<file path="src/rtl/ipv6_header_chain_parser_top_assert.svh">
// assertion macros for the ipv6 header chain parser
`ifndef IPV6_HEADER_CHAIN_PARSER_TOP_ASSERT_SVH
`define IPV6_HEADER_CHAIN_PARSER_TOP_ASSERT_SVH

// implication checked on every clock edge outside reset
`define HCP_ASSERT_IMPL(label, ante, cons) \
  label: assert property (@(posedge clk) disable iff (rst) (ante) |-> (cons)) \
    else $error("assertion failed");

// next-cycle implication
`define HCP_ASSERT_NEXT(label, ante, cons) \
  label: assert property (@(posedge clk) disable iff (rst) (ante) |=> (cons)) \
    else $error("assertion failed");

`endif

</file>
<file path="src/rtl/ihcp_pkg.sv">
//------------------------------------------------------------------------------
// ihcp_pkg
// types and constants for the ipv6 header chain parser
//------------------------------------------------------------------------------
`timescale 1ns / 1ps

package ihcp_pkg;

  localparam int OFS_W = 17;

  typedef enum logic [9:0] {
    PH_FIXED    = 10'b0000000001,
    PH_EXT      = 10'b0000000010,
    PH_FRAG     = 10'b0000000100,
    PH_TCP      = 10'b0000001000,
    PH_OUT_ICMP = 10'b0000010000,
    PH_IN_FIXED = 10'b0000100000,
    PH_IN_ICMP  = 10'b0001000000,
    PH_NEED_BAD = 10'b0010000000,
    PH_DONE     = 10'b0100000000,
    PH_ERROR    = 10'b1000000000
  } phase_t;

  localparam logic [1:0] PROTO_TCP   = 2'd0;
  localparam logic [1:0] PROTO_UDP   = 2'd1;
  localparam logic [1:0] PROTO_ICMP  = 2'd2;
  localparam logic [1:0] PROTO_OTHER = 2'd3;

  localparam logic [2:0] ST_OK        = 3'd0;
  localparam logic [2:0] ST_TRUNC     = 3'd1;
  localparam logic [2:0] ST_HDR_ERR   = 3'd2;
  localparam logic [2:0] ST_FRAG_PING = 3'd3;
  localparam logic [2:0] ST_OVERRUN   = 3'd4;

  localparam logic [7:0] NH_HOP   = 8'd0;
  localparam logic [7:0] NH_TCP   = 8'd6;
  localparam logic [7:0] NH_UDP   = 8'd17;
  localparam logic [7:0] NH_ROUTE = 8'd43;
  localparam logic [7:0] NH_FRAG  = 8'd44;
  localparam logic [7:0] NH_ICMP  = 8'd58;
  localparam logic [7:0] NH_DEST  = 8'd60;

  localparam logic [7:0] ICMP_ECHO_REQ = 8'd128;
  localparam logic [7:0] ICMP_ECHO_REP = 8'd129;

  function automatic logic icmp_is_error(input logic [7:0] t);
    return (t >= 8'd1) && (t <= 8'd4);
  endfunction

  function automatic logic icmp_is_echo(input logic [7:0] t);
    return (t == ICMP_ECHO_REQ) || (t == ICMP_ECHO_REP);
  endfunction

endpackage

</file>
<file path="src/rtl/ipv6_header_chain_parser_top.sv">
// Parses an IPv6 packet arriving one byte per request on s_axis (tdata = byte,
// tlast = final byte) and walks the extension header chain. One request is
// taken every cycle; each byte is checked against the running header offset
// in a single register-to-register step. The result of a packet is loaded into
// an output register at the edge that takes its final byte and shows on m_axis
// from the next cycle. While a result waits unaccepted, s_axis_tready is low,
// so the input stalls only for as long as m_axis_tready is held off.
//------------------------------------------------------------------------------
// ipv6_header_chain_parser_top
// ipv6 next-header chain walker with layer-4 offset and sanity checks
//------------------------------------------------------------------------------
`timescale 1ns / 1ps

`include "ipv6_header_chain_parser_top_assert.svh"

module ipv6_header_chain_parser_top
  import ihcp_pkg::*;
#(
  parameter int MAX_PACKET_BYTES = 65575
) (
  input  logic        clk,
  input  logic        rst,
  input  logic        siit_mode_we,
  input  logic        siit_mode_wdata,
  input  logic        s_axis_tvalid,
  output logic        s_axis_tready,
  input  logic [7:0]  s_axis_tdata,   // data_byte
  input  logic        s_axis_tlast,   // last_byte
  output logic        m_axis_tvalid,
  input  logic        m_axis_tready,
  // status[2:0], layer-4 kind[4:3], layer-4 start[21:5], data start[38:22],
  // has_fragment[39], fragment_offset[56:40], zero fill [63:57]
  output logic [63:0] m_axis_tdata
);

  localparam int CW = OFS_W;
  localparam logic [CW-1:0] MAXB = CW'(MAX_PACKET_BYTES);

  logic          siit_mode;
  logic [CW-1:0] byte_count, byte_count_next;
  logic [15:0]   plen, plen_next;
  logic [7:0]    nh, nh_next;
  logic [CW-1:0] hs, hs_next;
  phase_t        ph, ph_next;
  logic          ff, ff_next;
  logic          fragd, fragd_next;
  logic [7:0]    icmp_t, icmp_t_next;
  logic [1:0]    r_proto, r_proto_next;
  logic [CW-1:0] r_l4, r_l4_next;
  logic [CW-1:0] r_pay, r_pay_next;
  logic          r_hf, r_hf_next;
  logic [CW-1:0] r_fo, r_fo_next;
  logic [2:0]    err, err_next;
  logic          inner, inner_next;
  logic [CW-1:0] pend, pend_next;
  logic [CW-1:0] ipay, ipay_next;
  logic [63:0]   out_data, out_data_next;
  logic          out_valid;

  logic          acc;
  logic [CW-1:0] d;
  logic [7:0]    b;
  logic [CW-1:0] len;
  logic [2:0]    st;

  assign s_axis_tready = !out_valid || m_axis_tready;
  assign acc = s_axis_tvalid && s_axis_tready;
  assign b = s_axis_tdata;
  assign d = byte_count - hs;

  always_comb begin
    logic [CW-1:0] ehs;
    logic          efin;
    logic [1:0]    eproto;
    logic [CW-1:0] epay;
    logic          doenter;
    byte_count_next = byte_count;
    plen_next = plen; nh_next = nh; hs_next = hs; ph_next = ph; ff_next = ff;
    fragd_next = fragd; icmp_t_next = icmp_t; r_proto_next = r_proto;
    r_l4_next = r_l4; r_pay_next = r_pay; r_hf_next = r_hf; r_fo_next = r_fo;
    err_next = err; inner_next = inner; pend_next = pend; ipay_next = ipay;
    ehs = '0; doenter = 1'b0; efin = 1'b0; eproto = PROTO_OTHER; epay = '0;

    if (byte_count < MAXB) begin
      byte_count_next = byte_count + 1'b1;
      if (ph != PH_DONE && ph != PH_ERROR && byte_count >= hs) begin
        unique case (ph)
          PH_FIXED: begin
            if (d == CW'(4)) plen_next = {b, 8'd0};
            else if (d == CW'(5)) plen_next = {plen[15:8], b};
            else if (d == CW'(6)) nh_next = b;
            else if (d == CW'(39)) begin
              ehs = hs + CW'(40); doenter = 1'b1;
            end
          end
          PH_EXT: begin
            if (d == CW'(0)) nh_next = b;
            else if (d == CW'(1)) begin
              ehs = hs + CW'(8) + {{(CW-11){1'b0}}, b, 3'b000}; doenter = 1'b1;
            end
          end
          PH_FRAG: begin
            if (d == CW'(0)) begin
              nh_next = b;
              if (!inner) begin
                r_hf_next = 1'b1; r_fo_next = hs;
              end
            end else if (d == CW'(2)) ff_next = (b == 8'd0);
            else if (d == CW'(3)) begin
              ff_next = ff && (b[7:3] == 5'd0);
              if (!inner) fragd_next = !(ff && (b[7:3] == 5'd0)) || b[0];
            end else if (d == CW'(7)) begin
              ehs = hs + CW'(8); doenter = 1'b1;
            end
          end
          PH_TCP: begin
            if (d == CW'(12)) pend_next = hs + {{(CW-6){1'b0}}, b[7:4], 2'b00};
            else if (d == CW'(19)) begin
              efin = 1'b1; eproto = PROTO_TCP; ehs = hs; epay = pend;
            end
          end
          PH_OUT_ICMP: begin
            if (d == CW'(0)) icmp_t_next = b;
            else if (d == CW'(7)) begin
              if (!icmp_is_error(icmp_t)) ph_next = PH_DONE;
              else if (ff) begin
                inner_next = 1'b1; hs_next = hs + CW'(8); ph_next = PH_IN_FIXED;
              end else begin
                hs_next = hs + CW'(39); ph_next = PH_NEED_BAD;
              end
            end
          end
          PH_IN_FIXED: begin
            if (d == CW'(0) && b[7:4] != 4'd6) begin
              hs_next = hs + CW'(39); ph_next = PH_NEED_BAD;
            end else if (d == CW'(6)) nh_next = b;
            else if (d == CW'(39)) begin
              ehs = hs + CW'(40); doenter = 1'b1;
            end
          end
          PH_IN_ICMP: begin
            if (d == CW'(0) && icmp_is_error(b)) begin
              hs_next = hs + CW'(7); ph_next = PH_NEED_BAD;
            end else if (d == CW'(7)) ph_next = PH_DONE;
          end
          PH_NEED_BAD: begin
            if (d == CW'(0)) begin
              err_next = ST_HDR_ERR; ph_next = PH_ERROR;
            end
          end
          default: ;
        endcase
      end
    end else begin
      byte_count_next = MAXB + 1'b1;
    end

    if (doenter) begin
      hs_next = ehs;
      unique case (nh_next)
        NH_HOP, NH_ROUTE, NH_DEST: ph_next = PH_EXT;
        NH_FRAG: ph_next = PH_FRAG;
        NH_TCP: begin
          if (ff_next) ph_next = PH_TCP;
          else begin
            efin = 1'b1; eproto = PROTO_TCP; epay = ehs;
          end
        end
        NH_UDP: begin
          efin = 1'b1; eproto = PROTO_UDP; epay = ff_next ? ehs + CW'(8) : ehs;
        end
        NH_ICMP: begin
          efin = 1'b1; eproto = PROTO_ICMP; epay = ff_next ? ehs + CW'(8) : ehs;
        end
        default: begin
          efin = 1'b1; eproto = PROTO_OTHER; epay = ehs;
        end
      endcase
    end

    if (efin) begin
      if (!inner) begin
        r_proto_next = eproto; r_l4_next = ehs; r_pay_next = epay; hs_next = ehs;
        ph_next = (eproto == PROTO_ICMP) ? PH_OUT_ICMP : PH_DONE;
      end else if (!ff_next) begin
        err_next = ST_HDR_ERR; ph_next = PH_ERROR;
      end else begin
        ipay_next = epay; hs_next = ehs;
        ph_next = (eproto == PROTO_ICMP) ? PH_IN_ICMP : PH_DONE;
      end
    end
  end

  // final status uses the updated state of the last byte
  always_comb begin
    len = byte_count_next;
    if (len > MAXB || len != CW'(40) + {1'b0, plen_next}) st = ST_HDR_ERR;
    else if (ph_next == PH_ERROR) st = err_next;
    else if (ph_next != PH_DONE) st = ST_TRUNC;
    else if (ipay_next > len) st = ST_OVERRUN;
    else if (siit_mode && r_hf_next && r_proto_next == PROTO_ICMP &&
             icmp_is_echo(icmp_t_next) && fragd_next) st = ST_FRAG_PING;
    else if (r_pay_next > len) st = ST_OVERRUN;
    else st = ST_OK;
    out_data_next = '0;
    out_data_next[2:0] = st;
    if (st == ST_OK) begin
      out_data_next[4:3]   = r_proto_next;
      out_data_next[21:5]  = r_l4_next;
      out_data_next[38:22] = r_pay_next;
      out_data_next[39]    = r_hf_next;
      out_data_next[56:40] = r_hf_next ? r_fo_next : '0;
    end
  end

  always_ff @(posedge clk) begin
    if (rst) begin
      siit_mode <= 1'b0;
    end else if (siit_mode_we) begin
      siit_mode <= siit_mode_wdata;
    end
  end

  always_ff @(posedge clk) begin
    if (rst || (acc && s_axis_tlast)) begin
      byte_count <= '0; plen <= '0; nh <= '0; hs <= '0; ph <= PH_FIXED;
      ff <= 1'b1; fragd <= 1'b0; icmp_t <= '0; r_proto <= '0; r_l4 <= '0;
      r_pay <= '0; r_hf <= 1'b0; r_fo <= '0; err <= '0; inner <= 1'b0;
      pend <= '0; ipay <= '0;
    end else if (acc) begin
      byte_count <= byte_count_next; plen <= plen_next; nh <= nh_next;
      hs <= hs_next; ph <= ph_next; ff <= ff_next; fragd <= fragd_next;
      icmp_t <= icmp_t_next; r_proto <= r_proto_next; r_l4 <= r_l4_next;
      r_pay <= r_pay_next; r_hf <= r_hf_next; r_fo <= r_fo_next;
      err <= err_next; inner <= inner_next; pend <= pend_next; ipay <= ipay_next;
    end
  end

  always_ff @(posedge clk) begin
    if (rst) begin
      out_valid <= 1'b0;
    end else if (acc && s_axis_tlast) begin
      out_valid <= 1'b1;
    end else if (m_axis_tready) begin
      out_valid <= 1'b0;
    end
  end

  always_ff @(posedge clk) begin
    if (acc && s_axis_tlast) begin
      out_data <= out_data_next;
    end
  end

  assign m_axis_tvalid = out_valid;
  assign m_axis_tdata  = out_data;

  `HCP_ASSERT_NEXT(a_result_follows_last, acc && s_axis_tlast, m_axis_tvalid)
  `HCP_ASSERT_IMPL(a_fail_clears_fields, m_axis_tvalid && m_axis_tdata[2:0] != ST_OK,
    m_axis_tdata[63:3] == '0)
  `HCP_ASSERT_IMPL(a_ready_when_drained, !m_axis_tvalid, s_axis_tready)
  `HCP_ASSERT_IMPL(a_hs_not_past_count, ph == PH_FIXED, hs == '0)

endmodule
</file>
<file path="config.mk">
export PLATFORM = sky130hd
export DESIGN_NAME = ipv6_header_chain_parser_top
export DESIGN_NICKNAME = d
export VERILOG_FILES = /design/src/rtl/ihcp_pkg.sv /design/src/rtl/ipv6_header_chain_parser_top.sv
export VERILOG_INCLUDE_DIRS = /design/src /design/src/rtl
export SDC_FILE = /design/constraint.sdc
export NUM_CORES = 1
export LEC_CHECK = 0
export ABC_AREA = 1
export BUFFER_PORTS_ARGS = -buffer_cell sky130_fd_sc_hd__clkbuf_2
export CAP_MARGIN = 20
export CORE_ASPECT_RATIO = 1.1
export CORE_MARGIN = 4
export CORE_UTILIZATION = 53
export DETAILED_ROUTE_END_ITERATION = 6
export PLACE_DENSITY = 0.76
export SLEW_MARGIN = 20
export SYNTH_ARGS = -nofsm -noshare
export SYNTH_HDL_FRONTEND = slang
export SYNTH_SLANG_ARGS = --single-unit
</file>
<file path="constraint.sdc">
create_clock -name clk -period 9.4 [get_ports clk]
set_input_delay 1.41 -clock clk [delete_from_list [all_inputs] [get_ports clk]]
set_output_delay 1.41 -clock clk [all_outputs]
set_load 0.01 [all_outputs]
</file>
==> After elaboration in Yosys (flattened, before gate mapping) <==
Index checks and enable logic that the tools add are counted.
{ "totals": {"ff_bits": 229, "output_inout_bits": 66} }
{ "classes": {"addsub": 10, "order_cmp": 9, "n_eq_ne": 34, "muxes": 152, "bitwise": 1, "n_reduce_logical": 33} }
{ "ops": {"columns": ["op", "count"], "rows": [
  ["two-way mux 17 bit", 48],
  ["two-way mux 10 bit", 13],
  ["two-way mux 8 bit", 13],
  ["one-hot mux 17 bit (3 select lines)", 2],
  ["one-hot mux 17 bit (5 select lines)", 1],
  ["== test 17 x 3 -> 1 bit, second input constant", 4],
  ["two-way mux 16 bit", 4],
  ["two-way mux 1 bit", 40],
  ["one-hot mux 10 bit (4 select lines)", 1],
  ["two-way mux 3 bit", 13],
  ["adder 17 x 4 -> 17 bit, second input constant", 2],
  ["adder 17 x 6 -> 17 bit, second input constant", 2],
  ["== test 17 x 2 -> 1 bit, second input constant", 2],
  ["> comparator 17 bit", 2],
  ["== test 8 x 6 -> 1 bit, second input constant", 4],
  ["one-hot mux 10 bit (3 select lines)", 1],
  ["two-way mux 9 bit", 3],
  ["one-hot mux 8 bit (3 select lines)", 1],
  ["inequality test 10 x 9 -> 1 bit, second input constant", 2],
  ["two-way mux 2 bit", 9],
  ["adder 17 x 1 -> 17 bit, second input constant", 1],
  ["adder 17 x 11 -> 17 bit", 1],
  ["adder 17 x 3 -> 17 bit, second input constant", 1],
  ["adder 17 x 6 -> 17 bit", 1],
  ["45 further kinds", 68]
]} }

==> Longest topological paths before layout <==
{ "logic_depth": {"word_depth": 25, "mapped_depth": 59, "mapped_depth_nobuf": 55} }

==> Worst setup path before layout <==
No wires, ideal clock.
{ "synth_timing": {"kind": "register -> register", "from": "register hs[6]", "to": "register out_data[48] (netlist: m_axis_tdata[48]) (data pin)", "arrival_time_ns": 6.329, "required_ns": 9.142, "path_slack_ns": 2.812, "stages_incl_launch_ff": 57, "path_buffers": 5, "period_less_slack_ns": 6.588, "path_cell_list": "dfxtp_1 clkbuf_1 inv_1 clkbuf_1 ha_1 nand2_2 inv_1 a21oi_1 nand2_1 nand2_1 nand2_1 nand2_1 nand2_1 nor2_1 nand2_1 nor2_2 buf_6 nand3_2 (+21 left out) or2_2 a21oi_1 nor2_1 nor2_1 nor2_1 o211ai_1 a21oi_1 o311ai_0 nand2_1 nand4_1 nand2_1 inv_1 nand3_1 nand2_1 nand2_2 nand4_4 buf_6 nor2_2"} }
{ "synth_lines": {"columns": ["element", "line_no", "text"], "rows": [
  ["start, declared", "ipv6_header_chain_parser_top.sv:43", "logic [CW-1:0] hs, hs_next;"],
  ["start signal, assigned", "ipv6_header_chain_parser_top.sv:232", "hs <= hs_next; ph <= ph_next; ff <= ff_next; fragd <= fragd_next;"],
  ["subtractor 17 bit", "ipv6_header_chain_parser_top.sv:69", "assign d = byte_count - hs;"],
  ["== test 17 x 3 -> 1 bit or == test 17 x 6 -> 1 bit (tied branches)", "ipv6_header_chain_parser_top.sv:112, ipv6_header_chain_parser_top.sv:92, ipv6_header_chain_parser_top.sv:137", null],
  ["two-way mux 17 bit, on equally long branches", "ipv6_header_chain_parser_top.sv:112, ipv6_header_chain_parser_top.sv:92, ipv6_header_chain_parser_top.sv:137", null],
  ["two-way mux 17 bit, on equally long branches", "ipv6_header_chain_parser_top.sv:109, ipv6_header_chain_parser_top.sv:91", null],
  ["two-way mux 17 bit, on equally long branches", "ipv6_header_chain_parser_top.sv:108, ipv6_header_chain_parser_top.sv:90", null],
  ["two-way mux 17 bit, on equally long branches", "ipv6_header_chain_parser_top.sv:103, ipv6_header_chain_parser_top.sv:89", null],
  ["one-hot mux 17 bit (5 select lines)", "ipv6_header_chain_parser_top.sv:87", "unique case (ph)"],
  ["two-way mux 17 bit", "ipv6_header_chain_parser_top.sv:86", "if (ph != PH_DONE && ph != PH_ERROR && byte_count >= hs) begin"],
  ["(+8 left out)", null, null],
  ["named net ipay_next[2]", "ipv6_header_chain_parser_top.sv:56", "logic [CW-1:0] ipay, ipay_next;"],
  ["> comparator 17 bit (*)", "ipv6_header_chain_parser_top.sv:200", "else if (ipay_next > len) st = ST_OVERRUN;"],
  ["two-way mux 3 bit (*)", "ipv6_header_chain_parser_top.sv:200", null],
  ["two-way mux 3 bit (*)", "ipv6_header_chain_parser_top.sv:199", "else if (ph_next != PH_DONE) st = ST_TRUNC;"],
  ["two-way mux 3 bit (*)", "ipv6_header_chain_parser_top.sv:198", "else if (ph_next == PH_ERROR) st = err_next;"],
  ["two-way mux 3 bit (*)", "ipv6_header_chain_parser_top.sv:197", "if (len > MAXB || len != CW'(40) + {1'b0, plen_next}) st = ST_HDR_ERR;"],
  ["zero test 3 bit (*)", "ipv6_header_chain_parser_top.sv:207", "if (st == ST_OK) begin"],
  ["AND reduction 2 bit (no line) (*)", null, null],
  ["end signal, assigned", "ipv6_header_chain_parser_top.sv:251", "out_data <= out_data_next;"],
  ["end, declared", "ipv6_header_chain_parser_top.sv:57", "logic [63:0] out_data, out_data_next;"]
]} }
The timed path passes the listed nets; every way through them passes the cells marked *.
A chain may end at the register's enable or synchronous reset.

==> Worst setup path in the final report <==
{ "layout_timing": {"from": "register hs[15]", "to": "register out_data[33] (netlist: m_axis_tdata[33]) (data pin)"} }
{ "layout_lines": {"columns": ["element", "line_no", "text"], "rows": [
  ["branches (longest 14 deep; another with adder 17 x 4 -> 17 bit)", null, null],
  ["two-way mux 17 bit (*)", "ipv6_header_chain_parser_top.sv:181", "if (efin) begin"],
  ["named net r_pay_next[15]", "ipv6_header_chain_parser_top.sv:50", "logic [CW-1:0] r_pay, r_pay_next;"],
  ["> comparator 17 bit (*)", "ipv6_header_chain_parser_top.sv:203", "else if (r_pay_next > len) st = ST_OVERRUN;"],
  ["two-way mux 3 bit (*)", "ipv6_header_chain_parser_top.sv:203", null],
  ["two-way mux 3 bit (*)", "ipv6_header_chain_parser_top.sv:201", "else if (siit_mode && r_hf_next && r_proto_next == PROTO_ICMP &&"],
  ["two-way mux 3 bit (*)", "ipv6_header_chain_parser_top.sv:200", null],
  ["two-way mux 3 bit (*)", "ipv6_header_chain_parser_top.sv:199", null],
  ["two-way mux 3 bit (*)", "ipv6_header_chain_parser_top.sv:198", null],
  ["two-way mux 3 bit (*)", "ipv6_header_chain_parser_top.sv:197", null],
  ["zero test 3 bit (*)", "ipv6_header_chain_parser_top.sv:207", null]
]} }
Mark *: on every way through the listed nets, which the timed path passes.

==> results.json <==
{
  "yosysSeqAreaShare": 0.2880,
  "grt_pass1_wl_microns": 108100,
  "io_buffers": 73,
  "vias_per_cell": 6.003,
  "slew_headroom": 0.3025,
  "crit_fanout": 36,
  "fin_skew_ps": 38.43,
  "drt_wl_total_microns": 70670,
  "dieArea_sq_um": 36790,
  "tightest_slew_ps": 1035,
  "cp.arrival_ps": 8680,
  "routabilityCongestion": 1.017,
  "clock.fmax_ghz": 0.1206,
  "cts_root_buf": "clkbuf_16",
  "synthSimpleGateAreaFrac": 0.2981,
  "synthMuxAreaShare": 0.01062,
  "synth_warnings": 0,
  "dp_cells": 3217,
  "rsz0062_at_grt": "false",
  "ant_nets": 0,
  "postLayoutCoreUtil": 0.5896,
  "wl_per_cell_microns": 21.63,
  "track_usage": 0.3727,
  "grt_antenna_before_repair": 0,
  "grt_pass1_vias": 18660,
  "drcViolationCount": 0,
  "ir_worst_vdd_v": 0.0001310,
  "fp.dieW_microns": 183.2,
  "hold_buffers": 0,
  "cts_resized": 0,
  "cp-start-kind": "flop",
  "worstSetupPathType": "flop to flop",
  "dr.pass1.iters": 6,
  "crit_top_cell": "nand2_1",
  "p_per_area_nw_per_um2": 143.0,
  "grt_overflow": 0,
  "cts_tree": "built",
  "cts_setup_buffers": 0,
  "ys_seq_elements": 229,
  "cts_buffer_depth": 3,
  "synth_edf_count": 57,
  "numCtsBuffers": 27,
  "syn2layout_area_growth_pct": 9.617,
  "fin_tns_setup_ps": 0,
  "synth_ff_type": "dfxtp_1",
  "maxCapViolations": 0,
  "synth.avg_cell_area_sq_um": 6.475,
  "async_flop_share": 0,
  "netlist_area_sq_um": 17900,
  "status": "finished clean",
  "die_y_microns": 200.8,
  "finalMaxSlewViolations": 0,
  "numClockSinks": 229,
  "synth_top_cell_area_share": 0.1923,
  "post-route-period-util": 0.8824,
  "synth_compound_area_frac": 0.1935,
  "ios": 81,
  "syn_inst": 2765,
  "hold_class": "flop to flop",
  "coreArea_sq_um": 33280,
  "p_leak_uw": 0.009185,
  "std_cell_rows": 70,
  "timing.final.hold_violations": 0,
  "synth_common_cells": "nand2_1, inv_1, nor2_1, o21ai_0, a21oi_1",
  "synth_fa_ha_area_frac": 0.05158,
  "crit_slowest_cell": "o41ai_1",
  "period_needed_ps": 8294,
  "grt_max_degree": 98,
  "start_util": 0.5379,
  "cp.required_ps": 9780,
  "instances_no_fill": 3267,
  "yosysTopAreaCell": "dfxtp_1",
  "worstSetupEndpointType": "flop",
  "layout.nets": 2901,
  "synth_top_family_by_area": "simple AND/OR/NAND/NOR gates",
  "yosysMostFrequentCell": "nand2_1",
  "clk_latency_ps": 580,
  "antenna_cells": 0,
  "num_vias": 19610,
  "synth_xor_area_frac": 0.03718,
  "htreeDepth": 1,
  "drive_gt1_frac": 0.09665,
  "synth.area.top_cells": "dfxtp_1, nand2_1, edfxtp_1",
  "clk_pin_slew_worst_paths_ps": 70,
  "setup_violations": 0,
  "drtIter0Drc": 2253,
  "place_hpwl_microns": 54840,
  "slowest_delay_ps": 570,
  "synth.distinct_cells": 63
}
## cell type report
cell class,count,area [sq um]
repair buffers,116,688.2
inverters,454,1709
multi-input cells,1986,10620
clock buffers,31,720.7
well taps,432,540.5
clock inverters,19,195.2
fillers,3275,13660
flip-flops and latches,229,5155
## logic make-up after synthesis
family	after synthesis
AOI/OAI and AO/OA	587
xor gates and xnor gates	76
adders and majority gates	72
buffers and inverters	556
DFF	229
muxes	19
other	1
and+or+nand+nor	1225
## path summary, 6_finish.rpt
check / from / depth (start not counted) / slack, ps / endpoint
worst max-delay path: hs[15] / 45 / 1110 / m_axis_tdata[33]
worst min-delay path: icmp_t[0] / 2 / 450 / icmp_t[0]
worst max register to register: hs[15] / 45 / 1110 / m_axis_tdata[33]
worst min register to register: icmp_t[0] / 2 / 450 / icmp_t[0]
## flip-flops by register name, indices dropped and copies added (netlist names), 2 cells and up
signal	count
pend	17
r_pay	17
ph	10
byte_count	17
r_l4	17
plen	16
m_axis_tdata	57
err	3
hs	17
ipay	17
r_fo	17
icmp_t	8
r_proto	2
nh	8
## critical path: cells and delay by family (launching register included)
family / cells / cell delay (ps)
adder cells (fa/ha/maj): 3 / 1030
flip-flops: 1 / 520
buffers and inverters: 9 / 1080
AO/OA/AOI/OAI: 5 / 1350
AND/OR/NAND/NOR: 28 / 4070
## per-stage QoR
stage	setup WS (ps)	cell area, sq um	power, uW	hold slack, ps
floorplan	2812	17920	1529	423.7
global placement	1317	18710	1697	435.2
detailed placement	1206	18710	1709	440.3
CTS	1189	19620	2801	448.6
global route	365.6	19620	2925	477.1
finish	1106	19620	2807	445.3
## where the power goes
group	switching [uW]	internal, uW	leakage (uW)
registers	33.6	1050	0.00194
logic	441	179	0.00680
clock network	466	636	0.000446
total	940	1870	0.00919
## cells in the final DEF, fill, tap and decap left out, types with 9 or more instances in the layout
cell	netlist	final
nor3_1	45	44
a31oi_1	11	11
mux2i_1	19	19
nand4_1	33	33
dfxtp_1	172	172
a211oi_1	13	13
xnor2_1	9	9
clkinv_1	10	14
ha_1	69	69
o211ai_1	74	74
nor2_2	18	18
o22ai_1	11	11
clkbuf_16	0	27
edfxtp_1	57	57
nor4_1	11	11
or2_2	13	13
nand3_1	144	144
o21ai_0	217	217
nor2_1	270	270
inv_2	22	23
buf_4	8	43
o2111ai_1	13	13
nand2_1	629	627
clkbuf_2	0	73
a21oi_1	180	180
nand2_2	22	24
xor2_1	67	67
inv_1	422	420
o221ai_1	17	17
## layer usage
metal  share of wire  wire length (microns)  global-route usage
met1            0.38                  27090              0.4728
met4           0.070                   4977              0.2161
met2            0.46                  32230              0.6043
met5               0                      0                   0
met3           0.090                   6371             0.05237
(Power assumes the default switching activity.)
